`src/design/brp_ram.sv`:
```
// Generic simple dual-port RAM: one write port, one read port, registered read.
// No dependencies.
`default_nettype none

module brp_ram #(
  parameter int unsigned WIDTH = 8,
  parameter int unsigned DEPTH = 16,
  localparam int unsigned AW   = $clog2(DEPTH)
) (
  input  wire logic             clk,
  input  wire logic             we,
  input  wire logic [AW-1:0]    waddr,
  input  wire logic [WIDTH-1:0] wdata,
  input  wire logic [AW-1:0]    raddr,
  output logic      [WIDTH-1:0] rdata
);

  logic [WIDTH-1:0] mem [DEPTH];

  always_ff @(posedge clk) begin
    if (we) begin
      mem[waddr] <= wdata;
    end
    rdata <= mem[raddr];
  end

endmodule

`default_nettype wire

```
`config.mk`:
```
export PLATFORM = sky130hd
export DESIGN_NAME = brp_ram
export DESIGN_NICKNAME = d
export VERILOG_FILES = /design/src/design/brp_ram.sv
export SDC_FILE = /design/constraint.sdc
export NUM_CORES = 1
export LEC_CHECK = 0
export BUFFER_PORTS_ARGS = -buffer_cell sky130_fd_sc_hd__buf_4
export CAP_MARGIN = 20
export CORE_MARGIN = 2
export CORE_UTILIZATION = 50
export CTS_BUF_LIST = sky130_fd_sc_hd__clkbuf_4
export CTS_CLUSTER_DIAMETER = 100
export DETAILED_ROUTE_END_ITERATION = 12
export HOLD_SLACK_MARGIN = 0.12
export PLACE_DENSITY = 0.67
export SLEW_MARGIN = 10
export SYNTH_ARGS = -nofsm -noshare
export SYNTH_HDL_FRONTEND = slang
export SYNTH_SLANG_ARGS = --single-unit
```
`constraint.sdc`:
```
create_clock -name clk -period 1.87 [get_ports clk]
set_clock_uncertainty 0.05 [all_clocks]
set_input_delay 0.187 -clock clk [delete_from_list [all_inputs] [get_ports clk]]
set_output_delay 0.187 -clock clk [all_outputs]
set_load 0.01 [all_outputs]
```
* Word level (Yosys, flattened, before mapping)
Memory sizes are Yosys's and may differ from the RTL's. A register that Yosys moved wholly into a read port is not among the register bits.
Cells that the tools add are included.
W data, S select, Z words.
** Word-level totals
- Input bits :: 18
- Memories :: 1
- Register bits after elaboration :: 0
- Output and inout port bits :: 8
- Word-level logic and storage cells :: 3
- Bits in writable memories :: 128
** Memories
- mem :: depth 16, width 8, rd ports 1, clocked after Yosys merged registers in 1, write ports 1, RTL line 18 : logic [WIDTH-1:0] mem [DEPTH];
** Operators by class
- Muxes and demuxes :: 2
** Operators by type and width (number)
- $mux W1 :: 2

* Longest topological paths before layout
- Word-level depth :: 2
- Gate-level depth with buffers :: 5
- Mapped depth without buffers :: 3

* Worst setup path before layout
No wires, ideal clock.
- Kind :: input-to-reg
- Start :: input port waddr[2]
- End :: memory mem[0][0], enable pin
- Stages :: 2
- Buffers on the path :: 0
- Path slack :: 0.140 ns
- Setup time :: 0.383 ns
- Required time :: 1.437 ns
- Data arrival time :: 1.297 ns
- Path through :: or3b_2 -> nor3_1
** RTL lines
- start: declaration :: RTL line 12 : input wire logic [AW-1:0] waddr,
- end: declaration :: RTL line 18
No word-level cell before the write port.

* Worst setup path after layout
- Start :: input port waddr[1]
- End :: memory mem[8][4], enable pin
No word-level cell before the write port.

==> metrics.txt <==
Die H=105 µm; Seq/Total Area, Yosys=77.8%; WP depth=5; startpoint types=primary input; die width=105 µm; Slew Viols, Final=0; Total Routing Usage GR=18.6%; Ports=26; min Tclk post-route=1.69 ns; Layout Nets=314; Worst path slowest cell=dlygate4sd3_1; Crit Path Class=in -> reg; Post-CTS Hold Fix Bufs=11; vias per inst=5.50; R2R depth=3; initial DRC count=128; final setup fails=0; Mean Syn Cell Area=22.5 µm²; Synth top cells by count=edfxtp_1 (128), mux4_2 (18), a22oi_1 (16), mux4_1 (14), nor2_1 (13); fmax=590 MHz; CTS buffer count=17; cells after synthesis=229; setup bufs post-CTS=0; main flop type after synthesis=edfxtp_1; most common cell in the netlist=edfxtp_1; number of detailed-route iterations in the first pass=4; hpwl dp=5790 µm; EDFF count, synth=128; row count=37; Starting Density=50.8%; worst-path maximum fanout=8; Worst-Margin Slew=0.451 ns; final WL=9150 µm; FF+latch count, synth=136; Routed Antenna Nets=0; Critical Path Max Stage Delay=0.58 ns; Max Cap Violations=0; Arr. time, crit path=1.86 ns; hold crit path type=in -> reg; routed len/inst=20.6 µm; die area=11100 µm²; Filler cells=748; cell depth of the worst hold path=5; Final Cycle Share=90.6%; Worst slew margin=69.9%; global placement routability congestion=0.729; endpoint type of the worst setup path=flop; leading area contributor after synthesis=edfxtp_1; grt total ovfl=0; post-route setup TNS=0 ns; post-synthesis instance area=5150 µm²; Clk pin slew, worst setup/hold paths=0.10 ns; RSZ-0062 raised after global routing=no; cell chain of the critical path=dlygate4sd3_1 -> buf_4 -> nor3_1 -> dlygate4sd3_1 -> buf_4; Synth area leaders=edfxtp_1 (75%), mux4_2 (7.9%), mux4_1 (7.1%); Clock Latency Late Sink=0.51 ns; depth of the CTS H-tree=4; vias in the first global route=2596; initial antenna violation count=0; share of cells above drive strength 1=30.8%; core box area=10100 µm²; Power, Total=5430 µW; internal reg-to-reg setup slack=0.47 ns; CTS root buf=clkbuf_4; maximum number of pins on one net before global-route repair=33; Synth top area share=74.7%; register area=4000 µm²; post-synth net total=247; synth warn=0; Longest Clk Path Bufs=2; post-synth cell types=19; # port buffers=25; kind of cell adding the most delay to the critical path=buffers and inverters; peak supply drop=0.338 mV; Vias=2440; # diodes=0; Pleak=0.00203 µW; fraction of synthesis flops using an asynchronous set or reset pin=0%; clock tree sinks=136; WP buf/inv=4; cts repair resizes=0; Final Hold Vio Count=0; status=complete, no violations; DRC viols=0; CTS tree=yes; multi-input logic area=1060 µm²; CP Data Required Time=2.03 ns; area grow syn2layout=15.5%; PD cells=914 nW/µm²; first-pass GRT wire length=14500 µm
[flip-flops by register name (all words and copies together), names as in the netlist]
register  flops
rdata         8
mem         128
[metal layers]
| metal | GRT usage [%] | part of all wire [%] | wire length [µm] |
|---|---|---|---|
| met1 | 23.9 | 41 | 3760 |
| met5 | 0 | 0 | 0 |
| met2 | 30.4 | 52 | 4730 |
| met3 | 5.69 | 6.2 | 571 |
| met4 | 6.57 | 0.95 | 87 |
[worst paths after layout]
| path | endpoint | from |
|---|---|---|
| worst min register to register | rdata[0] | mem[4][0] |
| worst max-delay path | mem[8][4] | waddr[1] |
| worst max register to register | rdata[4] | mem[11][4] |
| worst min-delay path | rdata[7] | raddr[3] |
[stage by stage]
stage / worst slack [ns] / util, % / cells / cell area [µm²] / hold WS, ns
after floorplan: 0.140 / - / 229 / 5150 / 0.236
after global placement: 0.241 / 55.2 / 402 / 5600 / 0.441
after detailed placement: 0.224 / 55.2 / 402 / 5600 / 0.451
after CTS: 0.285 / 58.6 / 444 / 5940 / 0.157
after global routing: 0.178 / 58.6 / 444 / 5940 / 0.175
final: 0.175 / 58.6 / 444 / 5940 / 0.187
[cell usage in the layout (no fill, tap or decap), drive strengths merged]
cell / synthesis / final
mux4: 32 / 32
nand2: 9 / 9
clkbuf: 0 / 24
nand3b: 2 / 2
edfxtp: 128 / 128
or3b: 1 / 1
nor3: 4 / 4
nor2b: 1 / 1
nand2b: 2 / 2
dlygate4sd3: 0 / 11
and2b: 1 / 1
dfxtp: 8 / 8
bufinv: 0 / 1
buf: 7 / 47
nand3: 1 / 1
clkinv: 0 / 6
a22oi: 16 / 16
and2: 1 / 1
nor2: 13 / 13
[where the power goes]
group | switching (µW) | total [µW] | internal [µW]
clock network | 922 | 1660 | 740
logic | 177 | 351 | 174
registers | 19.7 | 3420 | 3400
[cells by family (layout without fill, tap and decap cells)]
family / Yosys count / in the layout / synth area share, %
flip-flops: 136 / 136 / 77.8
AND/OR/NAND/NOR: 35 / 35 / 3.18
multiplexers: 32 / 32 / 15.0
buffers and inverters: 10 / 89 / 1.68
AO/OA/AOI/OAI: 16 / 16 / 2.33
[tightest hold or removal path, stage by stage]
cell and delay [ns]:
buf_4 0.12, nor2_1 0.08, buf_4 0.18, a22oi_1 0.10
nand2_1 0.06
[area by class of cell]
type	instances	share of cell area [%]
clock buffer	24	3.03
tap	136	2.86
timing repair buffer	58	8.00
clock inverter	7	0.968
sequential	136	67.4
multi-input combinational	83	17.8
(Power assumes the default switching activity.)
