$ cat src/design/brp_pkg.sv
// Shared types and constants for the adaptive two-bit branch predictor.
// No dependencies; imported by the top level, brp_ctrl and brp_checker.
`default_nettype none

package brp_pkg;

  localparam int unsigned PC_W        = 20;
  localparam int unsigned CTR_W       = 2;
  localparam int unsigned PERIOD_W    = 24;
  localparam int unsigned CFG_IDX_W   = 1;
  localparam int unsigned CFG_DATA_W  = 24;

  localparam int unsigned BHT_BITS_DEF   = 12;
  localparam int unsigned MAP_BITS_DEF   = 4;
  localparam int unsigned COUNT_BITS_DEF = 24;

  localparam logic [CTR_W-1:0]    CTR_MAX         = 2'd3;
  localparam logic [CTR_W-1:0]    CTR_MIN         = 2'd0;
  localparam logic [CTR_W-1:0]    INIT_STATE_RST  = 2'd2;
  localparam logic [PERIOD_W-1:0] REMAP_PERIOD_RST = 24'd1024;

  // Configuration register indexes.
  localparam logic [CFG_IDX_W-1:0] CFG_INIT_STATE   = 1'b0;
  localparam logic [CFG_IDX_W-1:0] CFG_REMAP_PERIOD = 1'b1;

  typedef enum logic [2:0] {
    S_INIT,
    S_IDLE,
    S_RMP,
    S_CTR,
    S_UPD
  } brp_state_t;

  typedef struct packed {
    logic accept;
    logic remap_req;
    logic cfg_init_wr;
    logic init_last;
    logic sweep_last;
  } brp_sts_t;

  typedef struct packed {
    logic busy;
    logic init_run;
    logic sweep_run;
    logic ctr_stage;
    logic upd_stage;
  } brp_ctl_t;

endpackage

`default_nettype wire

$ cat src/design/brp_ctrl.sv
// Sequencer of the branch predictor: counter load, map recomputation, lookup, update.
// Depends on brp_pkg.
`default_nettype none

module brp_ctrl
  import brp_pkg::*;
(
  input  wire logic     clk,
  input  wire logic     rst_n,
  input  wire brp_sts_t sts,
  output brp_ctl_t      ctl
);

  brp_state_t state_r, state_nxt;

  always_ff @(posedge clk) begin
    if (!rst_n) begin
      state_r <= S_INIT;
    end else begin
      state_r <= state_nxt;
    end
  end

  always_comb begin
    state_nxt = state_r;
    case (state_r)
      S_INIT: begin
        if (sts.cfg_init_wr) begin
          state_nxt = S_INIT;
        end else if (sts.init_last) begin
          state_nxt = S_IDLE;
        end
      end
      S_RMP: begin
        if (sts.sweep_last) begin
          state_nxt = S_CTR;
        end
      end
      S_CTR: begin
        state_nxt = S_UPD;
      end
      S_IDLE, S_UPD: begin
        if (sts.cfg_init_wr) begin
          state_nxt = S_INIT;
        end else if (sts.accept) begin
          state_nxt = sts.remap_req ? S_RMP : S_CTR;
        end else begin
          state_nxt = S_IDLE;
        end
      end
      default: begin
        state_nxt = S_INIT;
      end
    endcase
  end

  always_comb begin
    ctl = '0;
    case (state_r)
      S_INIT: begin
        ctl.busy     = 1'b1;
        ctl.init_run = 1'b1;
      end
      S_RMP: begin
        ctl.busy      = 1'b1;
        ctl.sweep_run = 1'b1;
      end
      S_CTR: begin
        ctl.busy      = 1'b1;
        ctl.ctr_stage = 1'b1;
      end
      S_UPD: begin
        ctl.upd_stage = 1'b1;
      end
      S_IDLE: begin
        ctl.busy = 1'b0;
      end
      default: begin
        ctl.busy = 1'b1;
      end
    endcase
  end

endmodule

`default_nettype wire

$ cat config.mk
export PLATFORM = sky130hd
export DESIGN_NAME = brp_ctrl
export DESIGN_NICKNAME = d
export VERILOG_FILES = /design/src/design/brp_pkg.sv /design/src/design/brp_ctrl.sv
export SDC_FILE = /design/constraint.sdc
export NUM_CORES = 1
export LEC_CHECK = 0
export BUFFER_PORTS_ARGS = -buffer_cell sky130_fd_sc_hd__buf_4
export CAP_MARGIN = 20
export CORE_AREA = 2 2 39 41
export CTS_CLUSTER_DIAMETER = 120
export DETAILED_ROUTE_END_ITERATION = 10
export DIE_AREA = 0 0 41 43
export GPL_TIMING_DRIVEN = 0
export HOLD_SLACK_MARGIN = 0.15
export SLEW_MARGIN = 40
export SYNTH_ARGS = -nofsm -noshare
export SYNTH_HDL_FRONTEND = slang
export SYNTH_SLANG_ARGS = --single-unit
$ cat constraint.sdc
create_clock -name clk -period 1.3 [get_ports clk]
set_input_delay 0.39 -clock clk [delete_from_list [all_inputs] [get_ports clk]]
set_output_delay 0.39 -clock clk [all_outputs]
set_load 0.03 [all_outputs]
# [Word-level counts from Yosys, hierarchy flattened]
# Index checks and enable logic that the tools add are counted.
[word_totals] regBits=3 latchBits=0 ramBits=0 romBits=0 in_bits=7 out_inout_bits=5 elab_cells=22 mem_count=0
[op_classes] add_sub_neg=0 n_mul=0 n_div=0 order_cmp=0 n_eq_ne=6 shifts=0 muxes=12 bitwise_logic=0 reduce_logical=3
[op_table] op="$pmux 3 s4" n=1
[op_table] op="$mux 3" n=3
[op_table] op="$eq 3x2->1 const B" n=2
[op_table] op="$mux 1" n=6
[op_table] op="$mux 2" n=2
[op_table] op="$eq 3x1->1 const B" n=1
[op_table] op="$eq 3x3->1 const B" n=1
[op_table] op="$logic_not 3->1" n=1
[op_table] op="$ne 3x3->1 const B" n=1
[op_table] op="$ne 2x2->1 const B" n=1
[op_table] op="$reduce_and 2->1" n=1
[op_table] op="$reduce_or 2->1" n=1

# [Logic depth before layout (Yosys ltp)]
# Gate-level depths: netlist of run 1.
[logic_depth] word_depth=4 ltp_mapped=3 mapped_depth_nobuf=3

# [Least setup slack after synthesis of run 1]
# Ideal clock, no wire load.
[synth_timing] path_type="reg-to-output" startpoint="reg state_r[2]" endpoint="out ctl[0] (netlist name)" t_arrival_ns=1.145 required_time_ns=0.910 path_slack_ns=-0.235 stages_incl_launch_ff=2 path_buffers=0 cell_sequence="dfxtp_1 -> nor3b_1"
[synth_lines] item="from (decl)" line_no="brp_ctrl.sv:14" text="brp_state_t state_r, state_nxt;"
[synth_lines] item="from (signal assigned)" line_no="brp_ctrl.sv:20" text="state_r <= state_nxt;"
[synth_lines] item="to (decl)" line_no="brp_ctrl.sv:11" text="output brp_ctl_t ctl"

==> results.txt, run 1 <==
----------------------------------------------------
[Run]
  # Max-Cap Violations ... 0

[Cells and area]
  Largest registers in the final layout ... state_r (3)
  Layout overhead on the synthesized area ... 104.8%
  Highest-count cells in the layout ignoring fill and taps ... 9 x buf_4, 3 x clkbuf_4, 3 x buf_6, 3 x dfxtp_4
  Layout cell share with drive strength beyond 1 ... about 63%
  Largest register by flop count ... state_r
  # diodes ... 0
  Net total in the final layout ... 46
  Design Area, Final ... 371.6 um2
  Most frequent standard cell in the layout excluding fill and tap cells ... buf_4
  Number of flip-flops under the largest register name ... 3
  End-of-flow core utilization ... 26.85%

[Logic synthesis]
  Synth Area in Adders ... 0%
  Synthesized-area fraction occupied by and/or/nand/nor cells ... 43.45%
  Leading area contributor after synthesis ... dfxtp_1
  Synthesized instance count ... 21
  Area fraction in compound gates after synthesis ... 18.62%
  Mux cell area share after synthesis ... 0%
  Flop and latch count out of synthesis ... 3
  Count of warnings emitted by yosys ... 0
  Main combinational cell family by area after synthesis ... simple AND/OR/NAND/NOR gates
  Yosys top cell area share ... 33.10%
  Xor/xnor share of the synthesized area ... 4.828%
  Top cells by area in the synthesized netlist ... dfxtp_1 33%, and2_1 6.9%, nand4bb_1 6.2%
  Syn avg cell area ... 8.639 um2
  Distinct cell type count after synthesis ... 17
  Post-Synthesis Net Count ... 28
  Area of the mapped netlist ... 181.4 um2
  Register area share after synthesis ... 33.10%

[Timing]
  Aggregate negative setup slack ... -0.2860 ns
  Max-slew violations ... 0
  Crit path time final ... 1.380 ns
  Share of the clock period used by the worst path after layout ... 106.1%
  Slew at the pin with the worst max-slew slack ... ~0.34 ns
  Setup repair after global routing missed its margin ... yes
  Clock skew after layout ... 0.002020 ns
  Highest achievable clock rate ... 0.7247 GHz
  Max-slew headroom ... 77.01%
  Hold violation count in the final report ... 0
  Final setup viols ... 5
  Min setup slack post-route ... -0.07985 ns

[Place]
  Number of port buffers ... 11
  RD Place Congestion ... 0.6234
  Instance area after placement ... 294.0 um2
  Total half-perimeter wirelength after legalization and detailed placement ... 358.7 um

[Floorplanning]
  DIE AREA ... 0.001763 mm2
  Initial core utilization ... a little over an eighth
  Site row count ... 14
  I/O pin count ... 12
  X dimension of the die ... between 40 and 50 um
  Standard cell core area ... ~0.0014 mm2
  Die Span Y ... roughly 43 um

[Clocking]
  Number of clock buffers inserted by TritonCTS ... 3
  Sinks on Clock Net ... 3
  CTS tree ... yes
  Later-pin clock latency in the skew report ... 0.23 ns
  Post-CTS Hold Buffers ... 0
  Number of buffers on the longest clock path ... 2
  Root Driver ... clkbuf_4
  CTS clk-pin slew, worst paths ... 0.03 ns
  H-tree level count ... 1

[Route]
  Routed WL ... 500 um
  ANT nets after route ... 0
  Pre-Repair DR Iteration Count ... 2
  Total via count in the routed design ... 219
  Number of design-rule violations left by the first detailed-router iteration ... 2
  Per-cell via count in the routed design ... slightly above 4
  Post-route DRC violation count ... 0
  Mean routed wirelength per cell ... between 9 and 10 um

[Worst setup path]
  Worst setup path category ... flop to primary output
  Flop2flop setup slack ... around 0.2 ns
  Count of buffering cells on the critical path with inverters included ... 1
  Cells traversed along the worst timing path ... xor2_2 > nand2b_1 > buf_6
  Type of element launching the critical path ... flop
  Top fanout value on the critical path ... 7
  Crit-path max cell delay ... 0.40 ns
  CP endpoint kind ... primary output
  Worst endpoint required time ... 0.91 ns
  Family of cells with the greatest summed delay on the critical path ... flip-flops
  Max stage delay cell, worst path ... dfxtp_4
  Arrival time reported for the critical path endpoint ... approximately 1 ns

[Status]
  Outcome ... complete, but fails checks
  Failing checks ... negative setup slack

[Global route]
  Number of antenna violations at the first check in global routing ... 0
  Final global-route overflow total ... 0
  First-pass GRT wire length ... 724 um
  Global router's overall resource usage ... 6.914%
  Vias in the first global route ... between 200 and 250
  Largest net degree at the start of global routing ... 8

[Worst hold path]
  Hold/Removal Path Class ... input port to flop

[Pwr]
  P_leak ... 0.1647 nW
  Maximum ir drop on the vdd rail ... 0.0002668 V
  Pwr Density ... 1045 mW/mm2

----------------------------------------------------
## power breakdown
part	internal, W	switching, W
Combinational	0.0000601	0.0000538
Clock	0.000115	0.0000459
Sequential	0.0000978	0.0000159
## worst reg2reg max path: cells and delay by family, from the launching register on
family	cells	cell delay, ns
buffers and inverters	1	0.13
flip-flops	1	0.35
AO/OA/AOI/OAI	2	0.48
## per-stage QoR
step	hold slack [ns]	std cells	setup WS [ns]	total power (W)
6_report	0.3936	54	-0.07985	0.0003883
5_1_grt	0.3774	54	-0.1351	0.0004203
4_1_cts	0.3885	53	-0.1235	0.0003864
3_5_place_dp	0.6329	48	0.01975	0.0002089
3_3_place_gp	0.6309	48	0.02712	0.0002078
2_1_floorplan	0.5075	21	0.04161	0.0001676
## repair_timing
| item | 4_1_cts | 5_1_grt |
|---|---|---|
| setup buffers | 1 | 1 |
| gates resized for setup | 11 | 2 |
| endpoints found under the setup margin | 5 | 5 |
| cloned | 0 | 0 |
| pin swaps | 1 | 2 |
## layer usage
layer,part of all wire [%],up-vias,routed length (um),track usage (%)
met2,64,3,321,11.25
met5,0,-,0,0
met4,0,0,0,8.000
met3,3.4,0,17,4.712
li1,-,111,-,-
met1,32,105,161,3.834
## logic make-up after synthesis
family and Yosys count:
AO/OA/AOI/OAI 5, XOR/XNOR 1, flip-flops 3, AND/OR/NAND/NOR 12
## final cells by class
cell class                      instances  area, um2
Tap cell                               16      20.02
Clock buffer                            4      26.28
Sequential cell                         3      71.32
Timing Repair Buffer                   13      105.1
Multi-Input combinational cell         18      148.9
Fill cell                             155       1012
## worst paths after layout
| kind | startpoint | endpoint | cells after the start |
|---|---|---|---|
| worst min-delay path | rst_n | state_r[1] | 2 |
| worst max register to register | state_r[1] | state_r[0] | 3 |
| worst max-delay path | state_r[0] | ctl[4] | 3 |
| worst min register to register | state_r[2] | state_r[0] | 3 |
## synthesized netlist by cell type
library cell / count
nor3_1: 1
xor2_1: 1
o31ai_1: 1
and3_1: 1
and3b_2: 1
and2_1: 2
nand2b_1: 1
a21oi_1: 1
o21ai_0: 1
nand2_1: 1
nand4bb_1: 1
and3b_1: 1
dfxtp_1: 3
o311ai_0: 1
nor3b_1: 1
nor2_1: 2
o21a_1: 1
No activity file was read; power rests on OpenSTA's default activity.
==> inputs of run 2 (changes only) <==
CELL_PAD_IN_SITES_DETAIL_PLACEMENT = 0   (was unset)
CELL_PAD_IN_SITES_GLOBAL_PLACEMENT = 1   (was unset)
CTS_BUF_LIST = sky130_fd_sc_hd__clkbuf_2   (was unset)
PLACE_DENSITY_LB_ADDON = 0.1   (was unset)
==> results.txt, run 2 (synthesis gave the netlist of run 1 again) <==
----------------------------------------------------
[Status]
  Outcome ... complete, but fails checks
  Failing checks ... negative setup slack

[Cells and area]
  Layout cell share with drive strength beyond 1 ... between 60 and 70%
  Layout overhead on the synthesized area ... 107.6%
  Highest-count cells in the layout ignoring fill and taps ... 11 x buf_4, 4 x clkbuf_2, 3 x buf_6, 3 x dfxtp_4
  Fillers ... around 160
  Largest registers in the final layout ... state_r (3)
  Most frequent standard cell in the layout excluding fill and tap cells ... buf_4
  Number of flip-flops under the largest register name ... 3
  Net total in the final layout ... 47
  Largest register by flop count ... state_r
  Design Area, Final ... 376.6 um2
  # diodes ... 0

[Worst setup path]
  End of the worst register-to-register path ... state_r[0]
  Cells traversed along the worst timing path ... xor2_2 > nand2b_1 > buf_6
  CP endpoint kind ... primary output
  Arrival time reported for the critical path endpoint ... around 1 ns
  Flop2flop setup slack ... 0.23 ns
  Worst setup path category ... flop to primary output
  Worst Reg-to-Reg Cells ... 4
  Worst endpoint required time ... 0.91 ns
  Max stage delay cell, worst path ... dfxtp_4
  Top fanout value on the critical path ... 6
  Type of element launching the critical path ... flop
  Family of cells with the greatest summed delay on the critical path ... flip-flops
  Worst r2r src ... state_r[1]
  Crit-path max cell delay ... 0.40 ns
  Count of buffering cells on the critical path with inverters included ... 1

[Route]
  Number of design-rule violations left by the first detailed-router iteration ... 1
  Post-route DRC violation count ... 0
  Routed WL ... ~630 um
  Total via count in the routed design ... 228
  Pre-Repair DR Iteration Count ... 3
  Per-cell via count in the routed design ... about 4.1
  Mean routed wirelength per cell ... 11.45 um
  ANT nets after route ... 0

[Floorplanning]
  X dimension of the die ... just over 40 um
  Standard cell core area ... ~0.0014 mm2
  I/O pin count ... 12
  Die Span Y ... around 43 um
  Initial core utilization ... a little over an eighth
  Site row count ... 14
  DIE AREA ... 0.001763 mm2

[Pwr]
  Cell-internal power ... 0.0002443 W
  Total power draw ... 0.0003700 W
  Pwr Density ... 982.3 mW/mm2
  Maximum ir drop on the vdd rail ... between 0.0003 and 0.0004 V
  Part of the power in the clock network ... between 30% and 40%
  P_leak ... between 0.15 and 0.2 nW
  Net switching power ... 0.0001257 W
  Register share of total power ... 30.9%
  Proportion of power drawn by combinational gates ... 32.9%
  Sw Ratio ... 33.97%

[Place]
  Instance area after placement ... 294.0 um2
  Number of port buffers ... 11
  RD Place Congestion ... 0.6680
  Total half-perimeter wirelength after legalization and detailed placement ... 432.7 um

[Timing]
  Slew at the pin with the worst max-slew slack ... between 0.2 and 0.3 ns
  Crit path time final ... about 1.4 ns
  Hold violation count in the final report ... 0
  Final setup viols ... 4
  Setup repair after global routing missed its margin ... yes
  Share of the clock period used by the worst path after layout ... 106.1%
  Max-slew violations ... 0
  Max-slew headroom ... 80.09%
  Min setup slack post-route ... -0.07913 ns
  Aggregate negative setup slack ... -0.2375 ns
  Highest achievable clock rate ... 0.7251 GHz
  Clock skew after layout ... approximately 0.0012 ns

[Global route]
  First-pass GRT wire length ... 1.000 mm
  Number of antenna violations at the first check in global routing ... 0
  Largest net degree at the start of global routing ... 8
  Global router's overall resource usage ... 8.945%
  Vias in the first global route ... 226
  Final global-route overflow total ... 0

[Clocking]
  H-tree level count ... 1
  Post-CTS Hold Buffers ... 0
  CTS clk-pin slew, worst paths ... 0.05 ns
  Number of clock buffers inserted by TritonCTS ... 3
  Later-pin clock latency in the skew report ... 0.21 ns
  Root Driver ... clkbuf_2
  Sinks on Clock Net ... 3
  Number of buffers on the longest clock path ... 2
  CTS tree ... yes

[Worst hold path]
  Worst Hold Endpoint ... state_r[1]
  Hold depth ... 2
  Hold/Removal Path Class ... input port to flop
  Worst hold path startpoint ... rst_n

[Run]
  # Max-Cap Violations ... 0

----------------------------------------------------
==> run 2: what timing repair did <==
action,4_1_cts,5_1_grt
cloned,0,0
endpoints found under the setup margin,5,5
pin swaps,2,3
resized for setup,13,0
setup buffers,2,1
==> run 2: metal layers <==
metal	GRT usage, %	wire length (um)
met3	4.712	26
met2	11.88	324
met1	10.65	278
met5	0	0
met4	6.000	0
==> run 2: power by group through the flow <==
stage	registers (W)	clock network, W	logic, W
finish	0.000114	0.000134	0.000122
global placement	0.000115	0	0.0000970
global route	0.000116	0.000149	0.000130
floorplan	0.000111	0	0.0000569
CTS	0.000114	0.000142	0.000117
detailed placement	0.000115	0	0.0000963
==> run 2: how the worst max path moves through the flow <==
stage / startpoint / to / depth (start not counted)
global route: state_r[2] / ctl[4] / 3
detailed placement: state_r[0] / ctl[2] / 3
CTS: state_r[0] / ctl[4] / 3
floorplan: state_r[2] / ctl[0] / 1
global placement: state_r[0] / ctl[2] / 3
finish: state_r[0] / ctl[4] / 3
==> run 2: area by class of cell <==
class	instances	area [um2]	share of cell area, %
sequential	3	71.32	18.94
timing repair buffer	14	116.4	30.90
tap	16	20.02	5.316
multi-input combinational	18	148.9	39.53
clock buffer	4	20.02	5.316
==> run 2: per-stage QoR <==
| step | instances | setup slack [ns] | util, % | hold slack, ns |
|---|---|---|---|---|
| 2_1_floorplan | 21 | 0.04161 | - | 0.5075 |
| 3_3_place_gp | 48 | -0.02735 | 21.25 | 0.6448 |
| 3_5_place_dp | 48 | -0.01402 | 21.25 | 0.6322 |
| 5_1_grt | 55 | -0.1489 | 27.22 | 0.4223 |
| 4_1_cts | 54 | -0.1020 | 26.67 | 0.4154 |
| 6_report | 55 | -0.07913 | 27.22 | 0.4352 |
==> inputs of run 3 (changes only) <==
--- a/config.mk
+++ b/config.mk
@@ -6,5 +6,4 @@
 export NUM_CORES = 1
 export LEC_CHECK = 0
-export BUFFER_PORTS_ARGS = -buffer_cell sky130_fd_sc_hd__buf_4
 export CAP_MARGIN = 20
 export CELL_PAD_IN_SITES_DETAIL_PLACEMENT = 0
@@ -15,4 +14,5 @@
 export DETAILED_ROUTE_END_ITERATION = 10
 export DIE_AREA = 0 0 41 43
+export DONT_BUFFER_PORTS = 1
 export GPL_TIMING_DRIVEN = 0
 export HOLD_SLACK_MARGIN = 0.15
==> constraint.sdc (replaced) <==
create_clock -name clk -period 1.3 [get_ports clk]
set_input_delay 0.065 -clock clk [delete_from_list [all_inputs] [get_ports clk]]
set_output_delay 0.065 -clock clk [all_outputs]
set_load 0.03 [all_outputs]
==> results.txt, run 3 (synthesis gave the netlist of run 1 again) <==
----------------------------------------------------
[Cells and area]
  Number of flip-flops under the largest register name ... 3
  Fillers ... 161
  Largest registers in the final layout ... state_r (3)
  Most frequent standard cell in the layout excluding fill and tap cells ... dlygate4sd3_1
  Largest register by flop count ... state_r
  Net total in the final layout ... 38
  Highest-count cells in the layout ignoring fill and taps ... 5 x dlygate4sd3_1, 4 x clkbuf_2, 2 x nor2_1, 2 x and2_1, 2 x dfxtp_1
  Layout cell share with drive strength beyond 1 ... 26.67%
  # diodes ... 0
  Layout overhead on the synthesized area ... 59.31%

[Timing]
  Setup repair after global routing missed its margin ... no
  Share of the clock period used by the worst path after layout ... around 90%
  Highest achievable clock rate ... 0.8410 GHz
  Crit path time final ... 1.189 ns
  Aggregate negative setup slack ... 0 ns
  Max-slew violations ... 0
  Clock skew after layout ... 0.001398 ns
  Hold Slack ... 0.1987 ns
  Hold violation count in the final report ... 0
  Slew at the pin with the worst max-slew slack ... ~0.55 ns
  Final setup viols ... 0
  Max-slew headroom ... 63.39%

[Worst setup path]
  Max stage delay cell, worst path ... nor3_2
  Top fanout value on the critical path ... 9
  Type of element launching the critical path ... flop
  Count of buffering cells on the critical path with inverters included ... 0
  Worst endpoint required time ... 1.24 ns
  Arrival time reported for the critical path endpoint ... about 1.1 ns
  Crit-path max cell delay ... around 0.52 ns
  CP endpoint kind ... primary output
  Worst setup path category ... flop to primary output
  Family of cells with the greatest summed delay on the critical path ... simple AND/OR/NAND/NOR gates
  Cells traversed along the worst timing path ... nor3_2

[Route]
  Post-route DRC violation count ... 0
  Routed WL ... 574 um
  ANT nets after route ... 0
  Pre-Repair DR Iteration Count ... 4
  Total via count in the routed design ... 197
  Number of design-rule violations left by the first detailed-router iteration ... 3
  Per-cell via count in the routed design ... 4.283
  Mean routed wirelength per cell ... 12.48 um

[Place]
  RD Place Congestion ... 0.6929
  Number of port buffers ... 0
  Total half-perimeter wirelength after legalization and detailed placement ... 441.6 um

[Clocking]
  H-tree level count ... 1
  CTS tree ... yes
  Number of buffers on the longest clock path ... 2
  CTS clk-pin slew, worst paths ... 0.04 ns
  Sinks on Clock Net ... 3
  Root Driver ... clkbuf_2
  Number of clock buffers inserted by TritonCTS ... 3
  Later-pin clock latency in the skew report ... about 0.2 ns

[Floorplanning]
  Standard cell core area ... 0.001384 mm2
  DIE AREA ... 0.001763 mm2
  Die Span Y ... between 40 and 50 um
  I/O pin count ... 12
  Initial core utilization ... roughly an eighth
  Site row count ... 14
  X dimension of the die ... about 41 um

[Worst hold path]
  Hold/Removal Path Class ... input port to flop

[Global route]
  Largest net degree at the start of global routing ... 10
  Number of antenna violations at the first check in global routing ... 0
  Final global-route overflow total ... 0
  First-pass GRT wire length ... between 800 and 900 um
  Global router's overall resource usage ... 8.216%
  Vias in the first global route ... 173

[Run]
  # Max-Cap Violations ... 0

[Status]
  Outcome ... complete, no violations

[Pwr]
  Maximum ir drop on the vdd rail ... 0.0001712 V
  Pwr Density ... 1117 mW/mm2
  P_leak ... ~0.12 nW

----------------------------------------------------
[run 3: changes by cell type in the layout (fill, tap and decap cells not counted), moves of 2 or more]
cell	delta
buf_4	-11
buf_6	-3
dfxtp_1	+2
dfxtp_4	-3
dlygate4sd3_1	+5
[run 3: final timing paths]
kind                                  from         end  slack, ns  cells after the start
worst max register to register  state_r[2]  state_r[1]       0.13                      3
worst max-delay path            state_r[1]      ctl[3]       0.11                      1
worst min-delay path                sts[2]  state_r[0]       0.20                      3
worst min register to register  state_r[0]  state_r[0]       0.68                      3
[run 3: what timing repair did]
item	in CTS	in global routing
gates resized for setup	0	2
setup buffers	0	0
hold buffers	5	0
endpoints found under the hold margin	3	0
endpoints found under the setup margin	0	1
[run 3: metal layers]
layer	up-vias	track usage [%]	wire length [um]
met5	-	0	0
met4	0	12.00	10
met3	2	1.571	58
met2	14	7.187	276
met1	86	12.14	228
li1	95	-	-
[run 3: final cells by class]
class	count	area [um2]	area share, %
clock buffers	4	20.02	6.926
repair buffers	5	50.05	17.32
flip-flops and latches	3	61.31	21.21
multi-input cells	18	137.6	47.62
well taps	16	20.02	6.926
[run 3: metrics by stage]
| step | setup slack (ns) | power [W] | instance area, um2 | instances | util (%) |
|---|---|---|---|---|---|
| after CTS | 0.03663 | 0.0003294 | 281.5 | 46 | 20.34 |
| after global routing | 0.03415 | 0.0003435 | 289.0 | 46 | 20.89 |
| final | 0.1110 | 0.0003229 | 289.0 | 46 | 20.89 |
| after floorplan | 0.09006 | 0.0001639 | 181.4 | 21 | - |
| after detailed placement | 0.08393 | 0.0001781 | 211.5 | 37 | 15.28 |
| after global placement | -0.01739 | 0.0001748 | 201.4 | 37 | 14.56 |
[run 3: power breakdown]
| group | internal [W] | switching [W] | total, W |
|---|---|---|---|
| combinational | 0.0000302 | 0.0000466 | 0.0000768 |
| clock | 0.0000812 | 0.0000484 | 0.000130 |
| sequential | 0.0000999 | 0.0000166 | 0.000116 |
